## src/rtl/tlb_pkg.sv

```systemverilog
// shared types and constants of the tiled light binner
package tlb_pkg;

	localparam int TILES_PER_SIDE = 64;
	localparam int TILE_BITS = $clog2(TILES_PER_SIDE);
	localparam int NUM_TILES = TILES_PER_SIDE * TILES_PER_SIDE;
	localparam int TILE_IDX_BITS = 2 * TILE_BITS;
	localparam int LIST_DEPTH = 32;
	localparam int SLOTS = LIST_DEPTH - 1;
	localparam int CNT_BITS = $clog2(LIST_DEPTH);
	localparam int LIST_ENTRIES = NUM_TILES * SLOTS;
	localparam int LIST_ADDR_BITS = $clog2(LIST_ENTRIES);
	localparam int ID_BITS = 16;

	localparam int COORD_BITS = 24;
	localparam int DEPTH_BITS = 17;
	localparam logic [DEPTH_BITS-1:0] DEPTH_ONE = 17'h10000;
	localparam int FRAC_BITS = 16;

	typedef enum logic [1:0] {
		FUNC_CLEAR = 2'd0,
		FUNC_BIN   = 2'd1,
		FUNC_READ  = 2'd2
	} func_t;

	typedef struct packed {
		func_t                 op;
		logic [ID_BITS-1:0]    id;
		logic [TILE_BITS-1:0]  x0;
		logic [TILE_BITS-1:0]  x1;
		logic [TILE_BITS-1:0]  y0;
		logic [TILE_BITS-1:0]  y1;
		logic [DEPTH_BITS-1:0] depth;
		logic [5:0]            col;
		logic [5:0]            row;
		logic [4:0]            slot;
	} cmd_t;

	typedef struct packed {
		logic [CNT_BITS-1:0]   cnt;
		logic [DEPTH_BITS-1:0] depth;
	} tile_rec_t;

	typedef struct packed {
		logic [4:0]            cnt;
		logic [15:0]           light;
		logic                  valid;
		logic [DEPTH_BITS-1:0] depth;
	} res_t;

endpackage

```

## src/rtl/tlb_cmd_queue.sv

```systemverilog
// two-entry queue of classified commands between front and back
module tlb_cmd_queue (
	input  logic          clk,
	input  logic          arst_n,
	input  logic          wr_en,
	input  tlb_pkg::cmd_t wr_data,
	output logic          q_full,
	input  logic          rd_en,
	output tlb_pkg::cmd_t rd_data,
	output logic          q_empty
);

	tlb_pkg::cmd_t mem_q [2];
	logic       wr_ptr_q;
	logic       rd_ptr_q;
	logic [1:0] cnt_q;

	assign q_full  = (cnt_q == 2'd2);
	assign q_empty = (cnt_q == 2'd0);
	assign rd_data = mem_q[rd_ptr_q];

	always_ff @(posedge clk or negedge arst_n) begin
		if (!arst_n) begin
			wr_ptr_q <= 1'b0;
			rd_ptr_q <= 1'b0;
			cnt_q    <= 2'd0;
		end else begin
			if (wr_en) begin
				wr_ptr_q <= ~wr_ptr_q;
			end
			if (rd_en) begin
				rd_ptr_q <= ~rd_ptr_q;
			end
			if (wr_en && !rd_en) begin
				cnt_q <= cnt_q + 2'd1;
			end else if (rd_en && !wr_en) begin
				cnt_q <= cnt_q - 2'd1;
			end
		end
	end

	always_ff @(posedge clk) begin
		if (wr_en) begin
			mem_q[wr_ptr_q] <= wr_data;
		end
	end

endmodule

```

## config.mk

```make
export PLATFORM = sky130hd
export DESIGN_NAME = tlb_cmd_queue
export DESIGN_NICKNAME = d
export VERILOG_FILES = /design/src/rtl/tlb_pkg.sv /design/src/rtl/tlb_cmd_queue.sv
export SDC_FILE = /design/constraint.sdc
export NUM_CORES = 1
export LEC_CHECK = 0
export BUFFER_PORTS_ARGS = -buffer_cell sky130_fd_sc_hd__clkbuf_2
export CAP_MARGIN = 20
export CORE_MARGIN = 3
export CORE_UTILIZATION = 40
export DETAILED_ROUTE_END_ITERATION = 10
export PLACE_DENSITY_LB_ADDON = 0.05
export SLEW_MARGIN = 10
export SYNTH_ARGS = -nofsm -noshare
export SYNTH_HDL_FRONTEND = slang
export SYNTH_SLANG_ARGS = --single-unit
```

## constraint.sdc

```tcl
create_clock -name clk -period 4.4 [get_ports clk]
set_input_delay 0.22 -clock clk [delete_from_list [all_inputs] [get_ports clk]]
set_output_delay 0.22 -clock clk [all_outputs]
set_load 0.01 [all_outputs]
```

After elaboration in Yosys (flattened, before gate mapping):

Memories as Yosys holds them, arrays and structs flattened.
Cells that the tools add are included.

* flip-flop bits (word level): 4
* bits in writable memories: 152
* output and inout port bits: 78
* logic and storage cells: 19
* memories kept: 1

Memories
* mem_q: depth 2, bits a word 76, read ports 1, clocked after memory_dff 0, wr ports 1, RTL line tlb_cmd_queue.sv:13 `tlb_pkg::cmd_t mem_q [2];`

* add/sub/neg operators: 2
* eq/ne operators: 1
* multiplexer cells: 4
* bitwise operators: 2
* reductions and logical operators: 6

Operators with widths (count)
* 2-bit 2-to-1 mux: 2
* 2-bit by 1-bit adder with 2-bit output (second input constant): 1
* 2-bit equality test (second input constant): 1
* 1-bit logical AND: 2
* 1-bit zero test: 2
* 2-bit zero test: 1
* 1-bit 2-to-1 mux: 2
* 1-bit inverter: 2
* 2-bit nonzero test: 1
* 2-bit by 1-bit subtractor with 2-bit output (second input constant): 1

Logic depth before layout (Yosys ltp):

* depth in word-level cells: 4
* mapped depth: 5
* gate-level depth less buffers: 5

Worst setup path before layout:

No wires, ideal clock.

* path kind: register -> register
* from: reg wr_ptr_q
* to: mem mem_q[0][0] (netlist bit), enable pin
* library setup time: 520 ps
* data arrival time: 3774 ps
* required time: 3880 ps
* path slack: 106 ps
* cell stages (with the launch flop): 2
* period minus slack after synthesis: 4294 ps
* path through: dfrtp_1 > nor2b_1

RTL lines
* start, declared: RTL line tlb_cmd_queue.sv:14 `logic wr_ptr_q;`
* start signal, assigned: RTL line tlb_cmd_queue.sv:29 `wr_ptr_q <= ~wr_ptr_q;`
* end, declared: RTL line tlb_cmd_queue.sv:13

Straight into the memory's write port.

==> reports/qor.txt <==
DR vias/cell: 4.52
Max-cap violations: 0
Power per cell area: 600 nW/µm²
Core Util, Final: 57.7%
Min-Delay Path Class: in2reg
H-Tree Depth: 4
Net count after synthesis: 334
Post-synth top area share: 78.6%
Ports: 158
Vias in the first global route: 3425
Nets@finish: 579
CP max FO: 64
Syn avg cell area: 23.0 µm²
Fin crit period: 2.61 ns
Worst reg-to-reg setup slack: 2.64 ns
Post-Place Cell Area: 6790 µm²
CTS root buf: clkbuf_16
Synth warnings: 0
Worst hold slack: 0.0166 ns
Drt total wl: 10600 µm
Starting Density: 41.4%
Final TNS setup: 0 ns
Critical path endpoint category: output pin
Area growth syn-to-layout: 39.6%
Die X: 126 µm
Synth Instances: 253
Setup ws final: 1.79 ns
Final HPWL from detailed placement: 6620 µm
Routability cong.: 0.664
CP Data Arrival Time: 2.39 ns
Total grt overflow: 0
Commonest non-fill, non-tap cell in the layout: clkbuf_2
Row count: 43
Peak supply drop: 492 µV
Max Fclk: 0.383 GHz
Count of final setup violators: 0
Register area share after synthesis: 80.3%
Die Y: 126 µm
Final hold violations: 0
Core Area: 14000 µm²
GR Util All Layers: 13.8%
Iteration count of the initial detailed-routing pass: 6
Setup crit start kind: flop
Share of cells above drive strength 1: 51.5%
Mapped Area: 5810 µm²
Most area-consuming cells after synthesis: edfxtp_1 79%, mux2_2 8.9%, mux2_4 7.8%
Total of cells resized after clock tree synthesis: 0
Clock Sinks: 156
Leak: 3.22 nW
Slew margin rel.: 28.2%
Place WS: 2.17 ns
Die ar.: 16000 µm²
Number of port buffers: 157
Initial antenna violation count: 0
DR WL/cell: 15.4 µm
Layout Skew: 0.00497 ns
Skew-Pair Late Insertion Delay: 0.41 ns
DRC violation count after routing: 0
Largest net degree at the start of global routing: 77
Fillers: 1157
Post-route ant nets: 0
Worst-Margin Slew: 1.08 ns
Setup bufs post-CTS: 0
Iteration-0 DRC Markers: 163
Vias: 3126
Worst-case clock buffer depth: 2
CTS Buf Count: 17
Clock slew at reported path FFs: 0.06 ns
Hold path startpoint: wr_data[59]
Unrepaired setup endpoints after global routing: no
Hold buffers post-CTS: 75
Fin crit share: 59.3%
Critical Path Source: rd_ptr_q
Commonest cells after routing, fill and taps aside: 157 x clkbuf_2, 152 x edfxtp_1, 75 x dlygate4sd3_1, 46 x mux2_2, 30 x mux2_4
Worst reg2reg path startpoint: wr_ptr_q
Kind of critical path: reg2out
Pins Over Slew Limit: 0
#FFs+latches synth: 156
Diode count: 0
CTS tree: yes
Wire length of the first global-routing pass: 17000 µm
Synth cell types: 14
CP required: 4.18 ns
Status: finished, final reports clean
Synth area leader: edfxtp_1
Fin area: 8110 µm²
==> worst max-delay path: stages (launching register included) <==
cell and delay [ns]:
dfrtp_4 1.10, buf_4 0.41, mux2_4 0.33, clkbuf_2 0.13
==> layout make-up <==
cell class / count / area (µm²) / share of cell area (%)
clock buffer: 21 / 440 / 5.43
clock inverter: 11 / 125 / 1.54
inverter: 1 / 3.75 / 0.0463
multi-input combinational: 87 / 1060 / 13.1
sequential: 156 / 4670 / 57.6
tap: 180 / 225 / 2.78
timing repair buffer: 235 / 1580 / 19.5
==> cells in the mapped netlist <==
library cell / instances
ha_1: 1
buf_2: 4
inv_1: 1
buf_6: 2
dfrtp_1: 4
nor2b_1: 2
and2_1: 1
buf_8: 3
xor2_1: 4
mux2_2: 46
edfxtp_1: 152
mux2_4: 30
xnor2_1: 1
nor2_1: 2
==> registers in the layout (all words and copies together), names as in the netlist <==
register,flops
mem_q,152
cnt_q,2
wr_ptr_q,1
rd_ptr_q,1
==> power by group <==
part	total, W	leakage, nW	switching [W]	internal [W]
combinational	0.00129	1.47	0.000591	0.000700
sequential	0.00218	1.47	0.000205	0.00198
clock	0.00140	0.279	0.000517	0.000879
total	0.00487	3.22	0.00131	0.00356
==> through the flow <==
| stage | instances | total power, W |
|---|---|---|
| 6_report | 691 | 0.00487 |
| 5_1_grt | 691 | 0.00512 |
| 4_1_cts | 691 | 0.00495 |
| 3_5_place_dp | 584 | 0.00349 |
| 3_3_place_gp | 583 | 0.00347 |
| 2_1_floorplan | 253 | 0.00303 |
==> final timing paths <==
check                               end  cells after the start
max in group asynchronous      rd_ptr_q                      2
max                         rd_data[49]                      3
min reg2reg                    cnt_q[1]                      1
min in group asynchronous      wr_ptr_q                      2
min                        mem_q[0][59]                      1
max reg2reg                mem_q[1][27]                      1
==> layer usage <==
metal	up-vias	global-route usage [%]	routed length (µm)
met5	-	0	0
met3	16	4.84	685
met2	98	23.3	5370
met4	0	5.49	133
li1	1488	-	-
met1	1524	16.2	4440
==> cells by family after synthesis <==
group | after synthesis | share of synthesized area, %
fa+ha+maj | 1 | 0.215
flops | 156 | 80.3
xor+xnor | 5 | 0.754
mux | 76 | 16.7
simple gates | 5 | 0.453
buf+inv | 10 | 1.57
Note: power is estimated with default switching activity, not from simulation.
