<file path="src/rtl/tlb_pkg.sv">
// shared types and constants of the tiled light binner
package tlb_pkg;

	localparam int TILES_PER_SIDE = 64;
	localparam int TILE_BITS = $clog2(TILES_PER_SIDE);
	localparam int NUM_TILES = TILES_PER_SIDE * TILES_PER_SIDE;
	localparam int TILE_IDX_BITS = 2 * TILE_BITS;
	localparam int LIST_DEPTH = 32;
	localparam int SLOTS = LIST_DEPTH - 1;
	localparam int CNT_BITS = $clog2(LIST_DEPTH);
	localparam int LIST_ENTRIES = NUM_TILES * SLOTS;
	localparam int LIST_ADDR_BITS = $clog2(LIST_ENTRIES);
	localparam int ID_BITS = 16;

	localparam int COORD_BITS = 24;
	localparam int DEPTH_BITS = 17;
	localparam logic [DEPTH_BITS-1:0] DEPTH_ONE = 17'h10000;
	localparam int FRAC_BITS = 16;

	typedef enum logic [1:0] {
		FUNC_CLEAR = 2'd0,
		FUNC_BIN   = 2'd1,
		FUNC_READ  = 2'd2
	} func_t;

	typedef struct packed {
		func_t                 op;
		logic [ID_BITS-1:0]    id;
		logic [TILE_BITS-1:0]  x0;
		logic [TILE_BITS-1:0]  x1;
		logic [TILE_BITS-1:0]  y0;
		logic [TILE_BITS-1:0]  y1;
		logic [DEPTH_BITS-1:0] depth;
		logic [5:0]            col;
		logic [5:0]            row;
		logic [4:0]            slot;
	} cmd_t;

	typedef struct packed {
		logic [CNT_BITS-1:0]   cnt;
		logic [DEPTH_BITS-1:0] depth;
	} tile_rec_t;

	typedef struct packed {
		logic [4:0]            cnt;
		logic [15:0]           light;
		logic                  valid;
		logic [DEPTH_BITS-1:0] depth;
	} res_t;

endpackage

</file>
<file path="src/rtl/tlb_res_queue.sv">
// two-entry queue of read results toward the output ports
module tlb_res_queue (
	input  logic          clk,
	input  logic          arst_n,
	input  logic          wr_en,
	input  tlb_pkg::res_t wr_data,
	output logic          q_full,
	input  logic          rd_en,
	output tlb_pkg::res_t rd_data,
	output logic          q_empty
);

	tlb_pkg::res_t mem_q [2];
	logic       wr_ptr_q;
	logic       rd_ptr_q;
	logic [1:0] cnt_q;

	assign q_full  = (cnt_q == 2'd2);
	assign q_empty = (cnt_q == 2'd0);
	assign rd_data = mem_q[rd_ptr_q];

	always_ff @(posedge clk or negedge arst_n) begin
		if (!arst_n) begin
			wr_ptr_q <= 1'b0;
			rd_ptr_q <= 1'b0;
			cnt_q    <= 2'd0;
		end else begin
			if (wr_en) begin
				wr_ptr_q <= ~wr_ptr_q;
			end
			if (rd_en) begin
				rd_ptr_q <= ~rd_ptr_q;
			end
			if (wr_en && !rd_en) begin
				cnt_q <= cnt_q + 2'd1;
			end else if (rd_en && !wr_en) begin
				cnt_q <= cnt_q - 2'd1;
			end
		end
	end

	always_ff @(posedge clk) begin
		if (wr_en) begin
			mem_q[wr_ptr_q] <= wr_data;
		end
	end

endmodule

</file>
<file path="config.mk">
export PLATFORM = sky130hd
export DESIGN_NAME = tlb_res_queue
export DESIGN_NICKNAME = d
export VERILOG_FILES = /design/src/rtl/tlb_pkg.sv /design/src/rtl/tlb_res_queue.sv
export SDC_FILE = /design/constraint.sdc
export NUM_CORES = 1
export LEC_CHECK = 0
export ABC_AREA = 1
export BUFFER_PORTS_ARGS = -buffer_cell sky130_fd_sc_hd__buf_2
export CAP_MARGIN = 20
export CORE_MARGIN = 5
export CORE_UTILIZATION = 40
export DETAILED_ROUTE_END_ITERATION = 8
export GPL_ROUTABILITY_DRIVEN = 0
export HOLD_SLACK_MARGIN = 0.12
export PLACE_DENSITY = 0.74
export SLEW_MARGIN = 20
export SYNTH_ARGS = -nofsm -noshare
export SYNTH_HDL_FRONTEND = slang
export SYNTH_SLANG_ARGS = --single-unit
</file>
<file path="constraint.sdc">
create_clock -name clk -period 5.86 [get_ports clk]
set_clock_uncertainty 0.2 [all_clocks]
set_input_delay 0.293 -clock clk [delete_from_list [all_inputs] [get_ports clk]]
set_output_delay 0.293 -clock clk [all_outputs]
set_load 0.01 [all_outputs]
</file>
======== Word-level counts from Yosys, hierarchy flattened ========
Memories as Yosys holds them, arrays and structs flattened.
Index checks and enable logic that the tools add are counted.
W data, S select, Z words.
word-level totals
  input bits .............................. 43
  memories kept ........................... 1
  register bits ........................... 4
  bits in writable memories ............... 78
cells by class
  eq/ne operators ......................... 1
  reductions and logical operators ........ 6
  bitwise operators ....................... 2
  $add $sub $neg .......................... 2
  muxes and demuxes ....................... 4
memory list
  memory  words  width  rd ports  clocked after memory_dff  wr ports  line                 RTL
  mem_q   2      39     1         0                         1         tlb_res_queue.sv:13  tlb_pkg::res_t mem_q [2];
operators by type and width
  cell                   number
  $mux W2                2
  $add A2 B1 Y2 const B  1
  $eq A2 B2 Y1 const B   1
  $logic_and A1 B1 Y1    2
  $logic_not A1 Y1       2
  $logic_not A2 Y1       1
  $mux W1                2
  $not A1 Y1             2
  $reduce_bool A2 Y1     1
  $sub A2 B1 Y2 const B  1

======== Depth between registers and ports, before layout ========
  word-level depth ........................ 4
  mapped depth ............................ 7
  mapped depth without buffers ............ 7

======== Worst setup path after synthesis ========
Ideal clock, no wire load.
  path kind ............................... register to register
  start ................................... register wr_ptr_q
  end ..................................... memory mem_q[0][0] (netlist bit), enable pin
  period minus slack after synthesis ...... 2.690 ns
  slack ................................... 3.170 ns
  stages on the path, launching flop included .. 2
  buffers on the path ..................... 0
  arrival ................................. 2.054 ns
  setup time .............................. 0.436 ns
  path through ............................ dfrtp_1 nor2_1
RTL lines
  item                      line                 RTL
  start: declaration        tlb_res_queue.sv:14  logic wr_ptr_q;
  start signal: assignment  tlb_res_queue.sv:29  wr_ptr_q <= ~wr_ptr_q;
  end: declaration          tlb_res_queue.sv:13
Straight into the memory's write port.

==> summary.md <==
| Metric | Value |
|---|---|
| Final Hold Fails | 0 |
| Data arrival at the endpoint of the critical path | 1910 ps |
| F_max | 416 MHz |
| Via count of the first global-routing pass | 1,895 |
| Max-capacitance violation count | 0 |
| Number of distinct library cells after synthesis | 12 |
| Worst path setup slack after routing | 3450 ps |
| Syn. warnings | 0 |
| Count of vias placed by the detailed router | 1,692 |
| Type of the tightest min-delay check | flop to flop |
| Number of cells after detailed placement | 325 |
| Largest net degree at the start of global routing | 41 |
| Number of DRC violations after detailed-routing iteration 0 | 37 |
| Buffers from clock root to sink, at most | 2 |
| Initial cell density of the core | 0.414 |
| Fraction of final layout cells sized beyond drive strength 1 | 0.495 |
| Average via count per standard cell | 4.41 |
| Latest clock arrival within the worst-skew pair | 340 ps |
| Total count of max-transition violations in the final report | 0 |
| Biggest area consumer among synthesized cells | sky130_fd_sc_hd__edfxtp_1 |
| Layout net count | 324 |
| Post-synth net total | 190 |
| Pwr Total | 1.81 mW |
| Met2 wire len | 2920 um |
| Clk sink count | 82 |
| Dpl hpwl | 3460 um |
| TritonCTS clock tree | yes |
| Area of the mapped netlist | 3030 um^2 |
| H-tree levels | 3 |
| Area of the core region | 7330 um^2 |
| CTS root buf | sky130_fd_sc_hd__clkbuf_8 |
| Worst-case register-to-register setup slack | 4140 ps |
| Detail Route Antenna Nets | 0 |
| Area delta synth->final | 39.4% |
| Setup slack after placement | 3780 ps |
| Post-route cell area | 4230 um^2 |
| Area share of the largest cell type after synthesis | 0.772 |
| Final worst path period share | 0.411 |
| Post-CTS sizing | 0 |
| Reg-to-reg critical path startpoint | wr_ptr_q$_DFFE_PN0P_ |
| Depth of the worst register-to-register path | 2 |
| Count of inserted antenna diode cells | 0 |
| Input/output buffers | 83 |
| Status | completed |
| Post-synthesis average cell area | 20.8 um^2 |
| Cts bufs inserted | 9 |
| Detailed-router iteration count before antenna repair | 4 |
| Post-Layout Cell Count | 384 |
| Worst hold stages | 2 |
| Worst setup SP type | flop |
| Endpoint class of the critical path | output port |
| Number of top-level design ports | 84 |
| P per Cell Area | 429 nW/um^2 |
| Area post-placement | 3560 um^2 |
| DIE AREA | 9420 um^2 |
| Die H | 97.1 um |
| Relative slew margins | 0.386 |
| Setup repair after global routing missed its margin | no |
| Post-CTS setup-driven buffer insertion count | 0 |
| Count of standard-cell rows | 31 |
| Crit path required time | 5370 ps |
| Post-Syn Instances | 146 |
| Gr usage total | 0.119 |
| Hold Path End | cnt_q[1]$_DFFE_PN0P_ |
| Final period demand of the worst path | 2410 ps |
| Synth area leaders | sky130_fd_sc_hd__edfxtp_1 77%, sky130_fd_sc_hd__mux2_2 14%, sky130_fd_sc_hd__dfrtp_1 3.3% |
| Number of antenna violations at the first check in global routing | 0 |
| CTS clock-pin slew for the worst setup and hold paths | 80 ps |
| Metal1 wirelength | 2220 um |
| DIE WIDTH | 97.1 um |
| Top layer reached by signal wires | met4 |
| Critical-path maximum fanout | 40 |
| RR Endpoint | mem_q[1][35]$_DFFE_PP_ |
| Residual overflow from global routing | 0 |
| Critical setup path kind | flop to output port |
| Post-synthesis sequential area ratio | 0.805 |
| Maximum VDD drop | 0.311 mV |
| Count of state elements after synthesis | 82 |
| First-pass GRT wire length | 8730 um |
| Wirelength, routed | 5470 um |
| Wire length on met3 | 284 um |
| DRC violations left | 0 |
| Count of hold buffers inserted by post-cts repair | 43 |
| Worst Max-Slew Pin Slew | 920 ps |
| Detail-routed net length per standard cell | 14.2 um |
| TNS Setup | 0 ps |
| Reported leakage power | 1.65 nW |
| Origin of the worst min-delay path | cnt_q[1]$_DFFE_PN0P_ |
| Number of setup violations in the final report | 0 |
==> area by class of cell <==
type	instances	area, um^2
flip-flops and latches	82	2440
multi-input cells	53	527
fillers	570	3100
well taps	99	124
clock buffers	10	128
clock inverters	6	105
repair buffers	127	873
inverters	7	26.3
==> stage by stage <==
| step | hold WS (ps) | utilization |
|---|---|---|
| after floorplan | -203 | - |
| after global placement | -97.0 | 0.482 |
| after detailed placement | -93.7 | 0.486 |
| after CTS | 324 | 0.577 |
| after global routing | 352 | 0.577 |
| final | 318 | 0.577 |
==> registers in the layout (all words and copies together), names as in the netlist <==
name and cells:
wr_ptr_q 1, mem_q 78, rd_ptr_q 1, cnt_q 2
==> Yosys cell counts <==
library cell / number
sky130_fd_sc_hd__edfxtp_1: 78
sky130_fd_sc_hd__mux2_2: 39
sky130_fd_sc_hd__inv_1: 7
sky130_fd_sc_hd__nand3_1: 1
sky130_fd_sc_hd__nor2_1: 3
sky130_fd_sc_hd__dfrtp_1: 4
sky130_fd_sc_hd__buf_6: 4
sky130_fd_sc_hd__nand2_1: 5
sky130_fd_sc_hd__ha_1: 1
sky130_fd_sc_hd__nand4_1: 1
sky130_fd_sc_hd__xor2_1: 2
sky130_fd_sc_hd__xnor2_1: 1
==> critical path, cell delays in order, from the launching register on <==
cell and delay (ps):
sky130_fd_sc_hd__dfrtp_2 960, sky130_fd_sc_hd__mux2_2 430, sky130_fd_sc_hd__buf_2 140
==> kinds of logic after synthesis <==
| group | synth area share |
|---|---|
| mux | 0.145 |
| buf+inv | 0.0235 |
| xor+xnor | 0.00866 |
| simple gates | 0.0136 |
| fa+ha+maj | 0.00412 |
| flops | 0.805 |
==> power by group <==
part / total, mW / switching [mW] / leakage (nW) / internal, mW
clock: 0.473 / 0.192 / 0.120 / 0.281
sequential: 0.866 / 0.0871 / 0.778 / 0.779
combinational: 0.473 / 0.220 / 0.749 / 0.253
==> metal layers <==
metal | global-route usage | vias to the layer above
met1 | 0.123 | 818
met2 | 0.211 | 49
met5 | 0 | -
met4 | 0.0486 | 0
met3 | 0.0503 | 4
li1 | - | 821
==> how the worst max path moves through the flow <==
stage	from	end	slack [ps]
2_1_floorplan	wr_ptr_q$_DFFE_PN0P_	mem_q[0][0]$_DFFE_PP_	3170
3_3_place_gp	rd_ptr_q$_DFFE_PN0P_	rd_data[14]	3780
3_5_place_dp	rd_ptr_q$_DFFE_PN0P_	rd_data[14]	3780
4_1_cts	rd_ptr_q$_DFFE_PN0P_	rd_data[14]	3400
5_1_grt	rd_ptr_q$_DFFE_PN0P_	rd_data[0]	3330
6_report	rd_ptr_q$_DFFE_PN0P_	rd_data[5]	3450
==> placed cells by master (no fill, tap or decap), drive strengths merged <==
master	synthesis	routed
nand2	5	5
buf	4	84
ha	1	1
edfxtp	78	78
mux2	39	39
dfrtp	4	4
nor2	3	3
xor2	2	2
clkinv	0	3
nand4	1	1
bufinv	0	3
inv	7	7
nand3	1	1
dlygate4sd3	0	43
xnor2	1	1
clkbuf	0	10
No activity file was read; power rests on OpenSTA's default activity.
