--- src/rtl/tlb_pkg.sv ---
// shared types and constants of the tiled light binner
package tlb_pkg;

	localparam int TILES_PER_SIDE = 64;
	localparam int TILE_BITS = $clog2(TILES_PER_SIDE);
	localparam int NUM_TILES = TILES_PER_SIDE * TILES_PER_SIDE;
	localparam int TILE_IDX_BITS = 2 * TILE_BITS;
	localparam int LIST_DEPTH = 32;
	localparam int SLOTS = LIST_DEPTH - 1;
	localparam int CNT_BITS = $clog2(LIST_DEPTH);
	localparam int LIST_ENTRIES = NUM_TILES * SLOTS;
	localparam int LIST_ADDR_BITS = $clog2(LIST_ENTRIES);
	localparam int ID_BITS = 16;

	localparam int COORD_BITS = 24;
	localparam int DEPTH_BITS = 17;
	localparam logic [DEPTH_BITS-1:0] DEPTH_ONE = 17'h10000;
	localparam int FRAC_BITS = 16;

	typedef enum logic [1:0] {
		FUNC_CLEAR = 2'd0,
		FUNC_BIN   = 2'd1,
		FUNC_READ  = 2'd2
	} func_t;

	typedef struct packed {
		func_t                 op;
		logic [ID_BITS-1:0]    id;
		logic [TILE_BITS-1:0]  x0;
		logic [TILE_BITS-1:0]  x1;
		logic [TILE_BITS-1:0]  y0;
		logic [TILE_BITS-1:0]  y1;
		logic [DEPTH_BITS-1:0] depth;
		logic [5:0]            col;
		logic [5:0]            row;
		logic [4:0]            slot;
	} cmd_t;

	typedef struct packed {
		logic [CNT_BITS-1:0]   cnt;
		logic [DEPTH_BITS-1:0] depth;
	} tile_rec_t;

	typedef struct packed {
		logic [4:0]            cnt;
		logic [15:0]           light;
		logic                  valid;
		logic [DEPTH_BITS-1:0] depth;
	} res_t;

endpackage

--- src/rtl/tlb_front.sv ---
// front end: classifies an incoming item and turns light bounds into tile ranges
module tlb_front (
	input  logic [1:0]  func,
	input  logic [15:0] light_id,
	input  logic signed [23:0] ndc_min_x,
	input  logic signed [23:0] ndc_max_x,
	input  logic signed [23:0] ndc_min_y,
	input  logic signed [23:0] ndc_max_y,
	input  logic [16:0] light_near_depth,
	input  logic [5:0]  tile_col,
	input  logic [5:0]  tile_row,
	input  logic [4:0]  list_slot,
	output logic        cmd_used,
	output tlb_pkg::cmd_t cmd
);

	localparam int PROD_BITS = tlb_pkg::COORD_BITS + tlb_pkg::TILE_BITS + 2;
	localparam int SHIFT = tlb_pkg::FRAC_BITS + 1;
	localparam int T_BITS = PROD_BITS - SHIFT;
	localparam logic [PROD_BITS-1:0] ROUND_UP = PROD_BITS'((1 << SHIFT) - 1);
	localparam logic [T_BITS-1:0] T_MAX = T_BITS'(tlb_pkg::TILES_PER_SIDE - 1);

	// tile = (x + 1) * tiles / 2, floor or ceil, clamped to the grid
	function automatic logic [tlb_pkg::TILE_BITS-1:0] tile_index(
		input logic signed [23:0] raw,
		input logic               ceil_mode
	);
		logic [24:0]          v;
		logic [PROD_BITS-1:0] p;
		logic [T_BITS-1:0]    t;
		v = {raw[23], raw} + 25'h010000;
		p = PROD_BITS'(v[23:0]) * PROD_BITS'(tlb_pkg::TILES_PER_SIDE);
		if (ceil_mode) begin
			p = p + ROUND_UP;
		end
		t = p[PROD_BITS-1:SHIFT];
		if (t > T_MAX) begin
			t = T_MAX;
		end
		if (v[24] || v == 25'd0) begin
			t = '0;
		end
		return tlb_pkg::TILE_BITS'(t);
	endfunction

	always_comb begin
		case (func)
			tlb_pkg::FUNC_CLEAR,
			tlb_pkg::FUNC_BIN,
			tlb_pkg::FUNC_READ: cmd_used = 1'b1;
			default:            cmd_used = 1'b0;
		endcase
		cmd.op    = tlb_pkg::func_t'(func);
		cmd.id    = tlb_pkg::ID_BITS'(light_id);
		cmd.x0    = tile_index(ndc_min_x, 1'b0);
		cmd.x1    = tile_index(ndc_max_x, 1'b1);
		cmd.y0    = tile_index(ndc_min_y, 1'b0);
		cmd.y1    = tile_index(ndc_max_y, 1'b1);
		cmd.depth = (light_near_depth > tlb_pkg::DEPTH_ONE) ? tlb_pkg::DEPTH_ONE
		                                                    : light_near_depth;
		cmd.col   = tile_col;
		cmd.row   = tile_row;
		cmd.slot  = list_slot;
	end

endmodule

--- config.mk ---
export PLATFORM = sky130hd
export DESIGN_NAME = tlb_front
export DESIGN_NICKNAME = d
export VERILOG_FILES = /design/src/rtl/tlb_pkg.sv /design/src/rtl/tlb_front.sv
export SDC_FILE = /design/constraint.sdc
export NUM_CORES = 1
export LEC_CHECK = 0
export ABC_AREA = 0
export ABC_CLOCK_PERIOD_IN_PS = 1900
export BUFFER_PORTS_ARGS = -buffer_cell sky130_fd_sc_hd__clkbuf_2
export CORE_AREA = 2 2 86 88
export DETAILED_ROUTE_END_ITERATION = 8
export DIE_AREA = 0 0 88 90
export GPL_TIMING_DRIVEN = 0
export PLACE_DENSITY = 0.73
export SLEW_MARGIN = 40
export SYNTH_ARGS = -nofsm -noshare
export SYNTH_HDL_FRONTEND = slang
export SYNTH_SLANG_ARGS = --single-unit
--- constraint.sdc ---
create_clock -name vclk -period 1.9
set_input_delay 0.095 -clock vclk [all_inputs]
set_output_delay 0.095 -clock vclk [all_outputs]
set_load 0.01 [all_outputs]
# Yosys cells after proc, flatten, opt, wreduce, memory -nomap -nowiden
# Index checks and enable logic that the tools add are counted.
[totals]
ff_bits = 0
input_bits = 148
out_inout_bits = 77
elab_cells = 33
[classes]
addsub = 6
n_lt_le_gt_ge = 5
n_eq_ne = 2
muxes = 10
n_reduce_logical = 10
[op_table]
columns = ["cell", "count"]
rows = [
  ["adder 24 x 18 -> 25 bit (second input constant)", 4],
  ["zero test 25 bit", 4],
  ["adder 30 x 17 -> 31 bit (second input constant)", 2],
  ["two-way mux 6 bit", 8],
  ["greater-than comparator 14 x 6 -> 1 bit (second input constant)", 2],
  ["greater-than comparator 13 x 6 -> 1 bit (second input constant)", 2],
  ["greater-than comparator 17 bit (second input constant)", 1],
  ["two-way mux 17 bit", 1],
  ["logical OR 1 bit", 4],
  ["OR reduction 3 bit", 1],
  ["equality test 2 x 1 -> 1 bit (second input constant)", 1],
  ["equality test 2 bit (second input constant)", 1],
  ["zero test 2 bit", 1],
  ["two-way mux 1 bit", 1],
]

# Logic depth before layout (Yosys ltp)
# Gate-level depths: netlist of the first run.
[logic_depth]
word_depth = 5
depth_mapped = 9

# Worst setup path after synthesis of the first run
# Ideal clock, no wire load.
[synth_timing]
kind = "input-to-output"
startpoint = "input port ndc_max_x[16]"
endpoint = "output port cmd[50] (netlist name)"
t_arrival_ps = 1809
t_required_ps = 1805
path_slack_ps = -4
stages = 8
n_path_buf = 1
path_cell_list = "ha_1 > buf_2 > a221o_1 > a221oi_4 > and2_1 > a41oi_1 > a211oi_2 > a21oi_1"
[synth_rtl]
columns = ["element", "line_no", "source"]
rows = [
  ["from (decl)", "tlb_front.sv:6", "input logic signed [23:0] ndc_max_x,"],
  ["to (decl)", "tlb_front.sv:14", "output tlb_pkg::cmd_t cmd"],
]

==> results.md, run 1 <==
* FP Rows at 31
* IO buf count at 190
* Max incr delay on CP at 0.40 ns
* Post-Syn Area at 0.00201 mm2
* Iter 0 DRT Violations at 48
* Area Growth Syn to Fin at 90.6%
* Final Setup Violations at 12
* Placed Area at 0.00309 mm2
* Worst setup EP type: output port
* Net Switching at 0.388 mW
* Post-Route WL at 8.33 mm
* CP max-delay cell: a221o_1
* Min Tclk post-route at 2.18 ns
* Max-slew violation count at 0
* Status: finished, violations left
* Wire length of the first global-routing pass at 12.3 mm
* Worst path top cell family by delay: compound AO/OA/AOI/OAI gates
* Layout Nets at 670
* P_int at 0.383 mW
* Kind of start point of the critical path: input port
* Syn_area_per_cell at 6.58 um2
* Most frequent cells in the layout: clkbuf_2, buf_4, nand2_1
* Max-cap viol count at 0
* Distinct cells, synth at 53
* Fmax at 0.458 GHz
* WP data arrival at 2.09 ns
* # DRC at 0
* IO Pins at 225
* Starting density of the core at 28.7%
* Antenna viol nets, final at 0
* Die Y at 90 um
* DRT Pass-1 Iters at 5
* Core ar. at 0.00702 mm2
* Fin crit share at 115%
* Cell count after synthesis at 306
* Seq cells at 0
* Routed len/inst at 13.6 um
* Sequential Power Share at 0%
* Final Hold Slack at 0.377 ns
* PwrDens at 201 mW/mm2
* Final hold violation count at 0
* Cell leakage power at 1.82 nW
* Cell area after layout at 0.00384 mm2
* Reg area at 0 um2
* Layout cell share with drive strength beyond 1 at 64.1%
* Sw frac at 50.3%
* Filler cell count at 611
* Clock Power Share at 0%
* Routed vias at 3,143
* Worst Path Max Fanout at 6
* Largest net degree at the start of global routing at 11
* GR Util All Layers at 17.9%
* YS warnings at 0
* Setup ws final at -0.284 ns
* Crit path cell chain: clkbuf_16 > buf_4 > a221o_1 > a221oi_4 > and2_4 > o21ai_4 > a211oi_4 > buf_12 > a21oi_2 > buf_2
* Post-synthesis sequential area ratio at 0%
* Failing checks: negative setup slack
* Critical path class: input port to output port
* Grt ovf at 0
* Hold Path Class: input port to output port
* Routability cong. at 0.831
* Vias in the first global route at 2,967
* CP bufs+invs at 4
* Crit path required time at 1.80 ns
* Antenna diodes at 0
* Initial antenna violation count at 0
* Maximum VDD drop at 0.126 mV
* Area of the die at 0.00792 mm2
* Die Span X at 88 um
* Unrepaired setup endpoints after global routing: yes
* Slew @ Worst Pin at 0.771 ns
* Syn_nets at 462
* Final HPWL DP at 6.13 mm
* Post-route setup TNS at -2.59 ns
* Avg Vias per Cell at 5.14
* Worst rel slew slack at 48.0%
* CLK BUF at 0
* Most common cell after layout, fill and taps aside: clkbuf_2
* Gate power share at 100.0%
-- cell usage after synthesis (all sizes together) (2+ instances only) --
| master | instances | area, um2 |
|---|---|---|
| xnor2 | 14 | 123 |
| clkbuf | 4 | 15.0 |
| o22ai | 2 | 12.5 |
| a22oi | 3 | 22.5 |
| and3 | 10 | 62.6 |
| nor3 | 10 | 50.1 |
| xor2 | 8 | 70.1 |
| nor4 | 14 | 100 |
| nor2 | 8 | 30.0 |
| or2 | 3 | 18.8 |
| inv | 18 | 67.6 |
| o21ai | 8 | 40.0 |
| a31oi | 7 | 50.1 |
| nor4b | 2 | 17.5 |
| o31ai | 4 | 30.0 |
| o21a | 7 | 52.6 |
| or4 | 4 | 30.0 |
| nor2b | 17 | 106 |
| a2bb2oi | 2 | 17.5 |
| and2 | 4 | 25.0 |
| a211oi | 3 | 27.5 |
| a41oi | 3 | 26.3 |
| nand2b | 2 | 12.5 |
| a21o | 2 | 15.0 |
| o211ai | 2 | 15.0 |
| nand4 | 13 | 87.6 |
| buf | 41 | 305 |
| nand2 | 23 | 86.3 |
| nand3 | 17 | 85.1 |
| and4 | 3 | 26.3 |
| a21oi | 25 | 129 |
| ha | 8 | 100 |
| or3 | 4 | 30.0 |
-- what timing repair did --
item	4_1_cts	5_1_grt
buffers inserted	9	11
setup endpoints to repair	24	24
hold buffers	0	0
pin swaps	22	32
resized for setup	54	75
-- cell type report --
cell class | instances | area, um2 | area share (%)
well taps | 99 | 124 | 3.23
plain buffers | 42 | 325 | 8.48
multi-input cells | 243 | 2130 | 55.4
repair buffers | 209 | 1190 | 31.1
inverters | 18 | 67.6 | 1.76
-- power by group through the flow --
| stage | sequential, mW | combinational [mW] | clock, mW |
|---|---|---|---|
| after detailed placement | 0 | 0.612 | 0 |
| after global routing | 0 | 0.837 | 0 |
| after CTS | 0 | 0.682 | 0 |
| after floorplan | 0 | 0.329 | 0 |
| after global placement | 0 | 0.599 | 0 |
| final | 0 | 0.772 | 0 |
-- routing by layer --
layer / part of all wire, % / up-vias / track usage (%)
met5: 0 / - / 0
met4: 1.8 / 0 / 3.08
met3: 6.6 / 16 / 1.29
met2: 55 / 166 / 35.6
met1: 37 / 1450 / 20.2
li1: - / 1511 / -
-- path summary, 6_finish.rpt --
| path | from | end | slack (ns) | depth (start not counted) |
|---|---|---|---|---|
| max | ndc_max_x[17] | cmd[47] | -0.28 | 10 |
| min | light_id[10] | cmd[68] | 0.38 | 2 |
-- kinds of logic after synthesis --
group                    count (synthesis)  synth area share (%)
AND/OR/NAND/NOR                        136                  39.1
AO/OA/AOI/OAI                           75                  26.0
buffers and inverters                   63                  19.3
XOR/XNOR                                22                  9.57
adder cells (fa/ha/maj)                  8                  4.97
multiplexers                             2                  1.06
-- per-stage QoR --
stage	util (%)	cells	worst slack (ns)	power, mW
after floorplan	-	306	0.0375	0.329
after global placement	44.0	595	-0.449	0.599
after detailed placement	44.0	595	-0.510	0.612
after CTS	49.1	603	-0.281	0.682
after global routing	54.7	611	-0.385	0.837
final	54.7	611	-0.284	0.772
Note: power is estimated with default switching activity, not from simulation.
==> run 2: changes to the inputs <==
==> constraint.sdc (replaced) <==
create_clock -name vclk -period 1.9
set_input_delay 0.19 -clock vclk [all_inputs]
set_output_delay 0.19 -clock vclk [all_outputs]
set_load 0.01 [all_outputs]
==> run 2 against run 1 <==
Net effect:
- the run still ends with negative setup slack left
- cell count grew 2.3%
- total power grew 6.4%
- sequential share of layout area did not move
- non-clock buffer count rose by 14
- count of clock-buffer cells in the layout stayed put
- first-iteration DRC count increased by 150%
- die area is the same
- utilization increased by 3.4 points
- fmax down 6.3%
- global-route usage is 1.7 points higher
- sequential cell count is the same
==> results.md, run 2 (synthesis results as in run 1) <==
* Layout Nets at 684 (+2.1%)
* Post-route setup TNS at -4.68 ns (-2.09 ns)
* Final HPWL DP at 6.79 mm (+11%)
* Gate power share at 100.0% (about the same)
* Routed vias at 3,193 (+1.6%)
* IO Pins at 225 (unchanged)
* Total Power at 0.821 mW (+6.4%)
* Placed insts at 595 (unchanged)
* DRT Pass-1 Iters at 4 (-1)
* Post-Route WL at 9.11 mm (+9.3%)
* Maximum VDD drop at 0.111 mV (-12%)
* Kind of start point of the critical path: input port
* Max-cap viol count at 0 (unchanged)
* Area of the die at 0.00792 mm2 (unchanged)
* Layout cell share with drive strength beyond 1 at 66.5% (+2.5 points)
* Final Setup Violations at 18 (+6)
* Worst setup EP type: output port
* Status: finished, violations left
* Clock Power Share at 0% (unchanged)
* Worst rel slew slack at 69.6% (+22 points)
* # DRC at 0 (unchanged)
* Hold Path Class: input port to output port
* Most frequent cells in the layout: clkbuf_2, buf_4, nand2_1
* Largest net degree at the start of global routing at 11 (unchanged)
* FP Rows at 31 (unchanged)
* Final Hold Slack at 0.566 ns (+0.190 ns)
* Cell leakage power at 1.93 nW (+6.0%)
* WP data arrival at 2.14 ns (+0.05 ns)
* Fmax at 0.429 GHz (-6.3%)
* Antenna viol nets, final at 0 (unchanged)
* Layout Cells excl Fill at 625 (+2.3%)
* Min Tclk post-route at 2.33 ns (+0.147 ns)
* Initial antenna violation count at 0 (unchanged)
* Core ar. at 0.00702 mm2 (unchanged)
* Reg area at 0 um2 (unchanged)
* Final hold violation count at 0 (unchanged)
* Placed Area at 0.00312 mm2 (+1.2%)
* Starting density of the core at 28.7% (unchanged)
* Die Y at 90 um (unchanged)
* Unrepaired setup endpoints after global routing: yes
* GR Util All Layers at 19.6% (+1.7 points)
* Area Growth Syn to Fin at 102%
* Most common cell after layout, fill and taps aside: clkbuf_2
* Vias in the first global route at 2,883 (-2.8%)
* CLK BUF at 0 (unchanged)
* Slew @ Worst Pin at 0.456 ns (-0.314 ns)
* Sequential Power Share at 0% (unchanged)
* Net Switching at 0.408 mW (+5.2%)
* Crit path required time at 1.71 ns (-0.09 ns)
* Grt ovf at 0 (unchanged)
* P_int at 0.413 mW (+7.7%)
* Fin crit share at 123% (+7.7 points)
* Worst Path Max Fanout at 4 (-2)
* Max-slew violation count at 0 (unchanged)
* PwrDens at 202 mW/mm2 (+0.27%)
* Sw frac at 49.7% (-0.57 points)
* Iter 0 DRT Violations at 119 (+150%)
* Failing checks: negative setup slack
* Avg Vias per Cell at 5.11 (-0.68%)
* Critical path class: input port to output port
* Cell area after layout at 0.00407 mm2 (+6.2%)
* Routed len/inst at 14.6 um (+6.8%)
* Multi-input gate area at 0.00221 mm2 (+4.0%)
* Die Span X at 88 um (unchanged)
* Seq cells at 0 (unchanged)
* IO buf count at 190 (unchanged)
* Routability cong. at 0.861 (+3.7%)
* Antenna diodes at 0 (unchanged)
* Setup ws final at -0.431 ns (-0.147 ns)
* Wire length of the first global-routing pass at 13.2 mm (+6.8%)
* Filler cell count at 612 (+0.16%)
run 2: worst paths after layout:
check / from / endpoint / slack, ns / depth (start not counted)
setup / recovery: ndc_max_x[17] / cmd[51] / -0.43 / 11
hold / removal: list_slot[1] / cmd[1] / 0.57 / 2
run 2: metal layers:
metal  part of all wire, %  vias up  global-route usage [%]
li1                      -     1543                       -
met1                    40     1470                    25.2
met2                    51      174                    34.8
met3                   8.7        6                    3.40
met4                  0.65        0                    1.67
met5                     0        -                       0
run 2: repair_timing:
action	CTS	global route
pin swaps	23	38
cloned	0	0
hold buffers	0	0
setup endpoints to repair	24	24
gates resized for setup	68	92
hold endpoints to repair	0	0
setup buffers	17	17
run 2: stage by stage:
stage / utilization, % / setup WS [ns]
floorplan: - / -0.103
global placement: 44.5 / -0.612
finish: 58.0 / -0.431
global route: 58.0 / -0.512
CTS: 51.5 / -0.393
detailed placement: 44.5 / -0.646
run 2: worst max-delay path: stages:
cell and delay (ns):
clkbuf_16 0.12, ha_4 0.16, a21oi_2 0.07, a221o_1 0.31
a221oi_4 0.35, o211ai_1 0.17, a32oi_2 0.26, a211oi_4 0.08
buf_6 0.13, a21oi_2 0.14, buf_2 0.15
run 2: power groups by stage:
| stage | combinational [mW] | clock [mW] | sequential (mW) |
|---|---|---|---|
| final | 0.821 | 0 | 0 |
| after global routing | 0.887 | 0 | 0 |
| after CTS | 0.723 | 0 | 0 |
| after detailed placement | 0.625 | 0 | 0 |
| after global placement | 0.614 | 0 | 0 |
| after floorplan | 0.334 | 0 | 0 |
run 2: cell type report:
| class | count | area share (%) |
|---|---|---|
| multi-input combinational | 243 | 54.3 |
| buffer | 41 | 7.71 |
| timing repair buffer | 224 | 33.3 |
| inverter | 18 | 1.72 |
| tap | 99 | 3.04 |
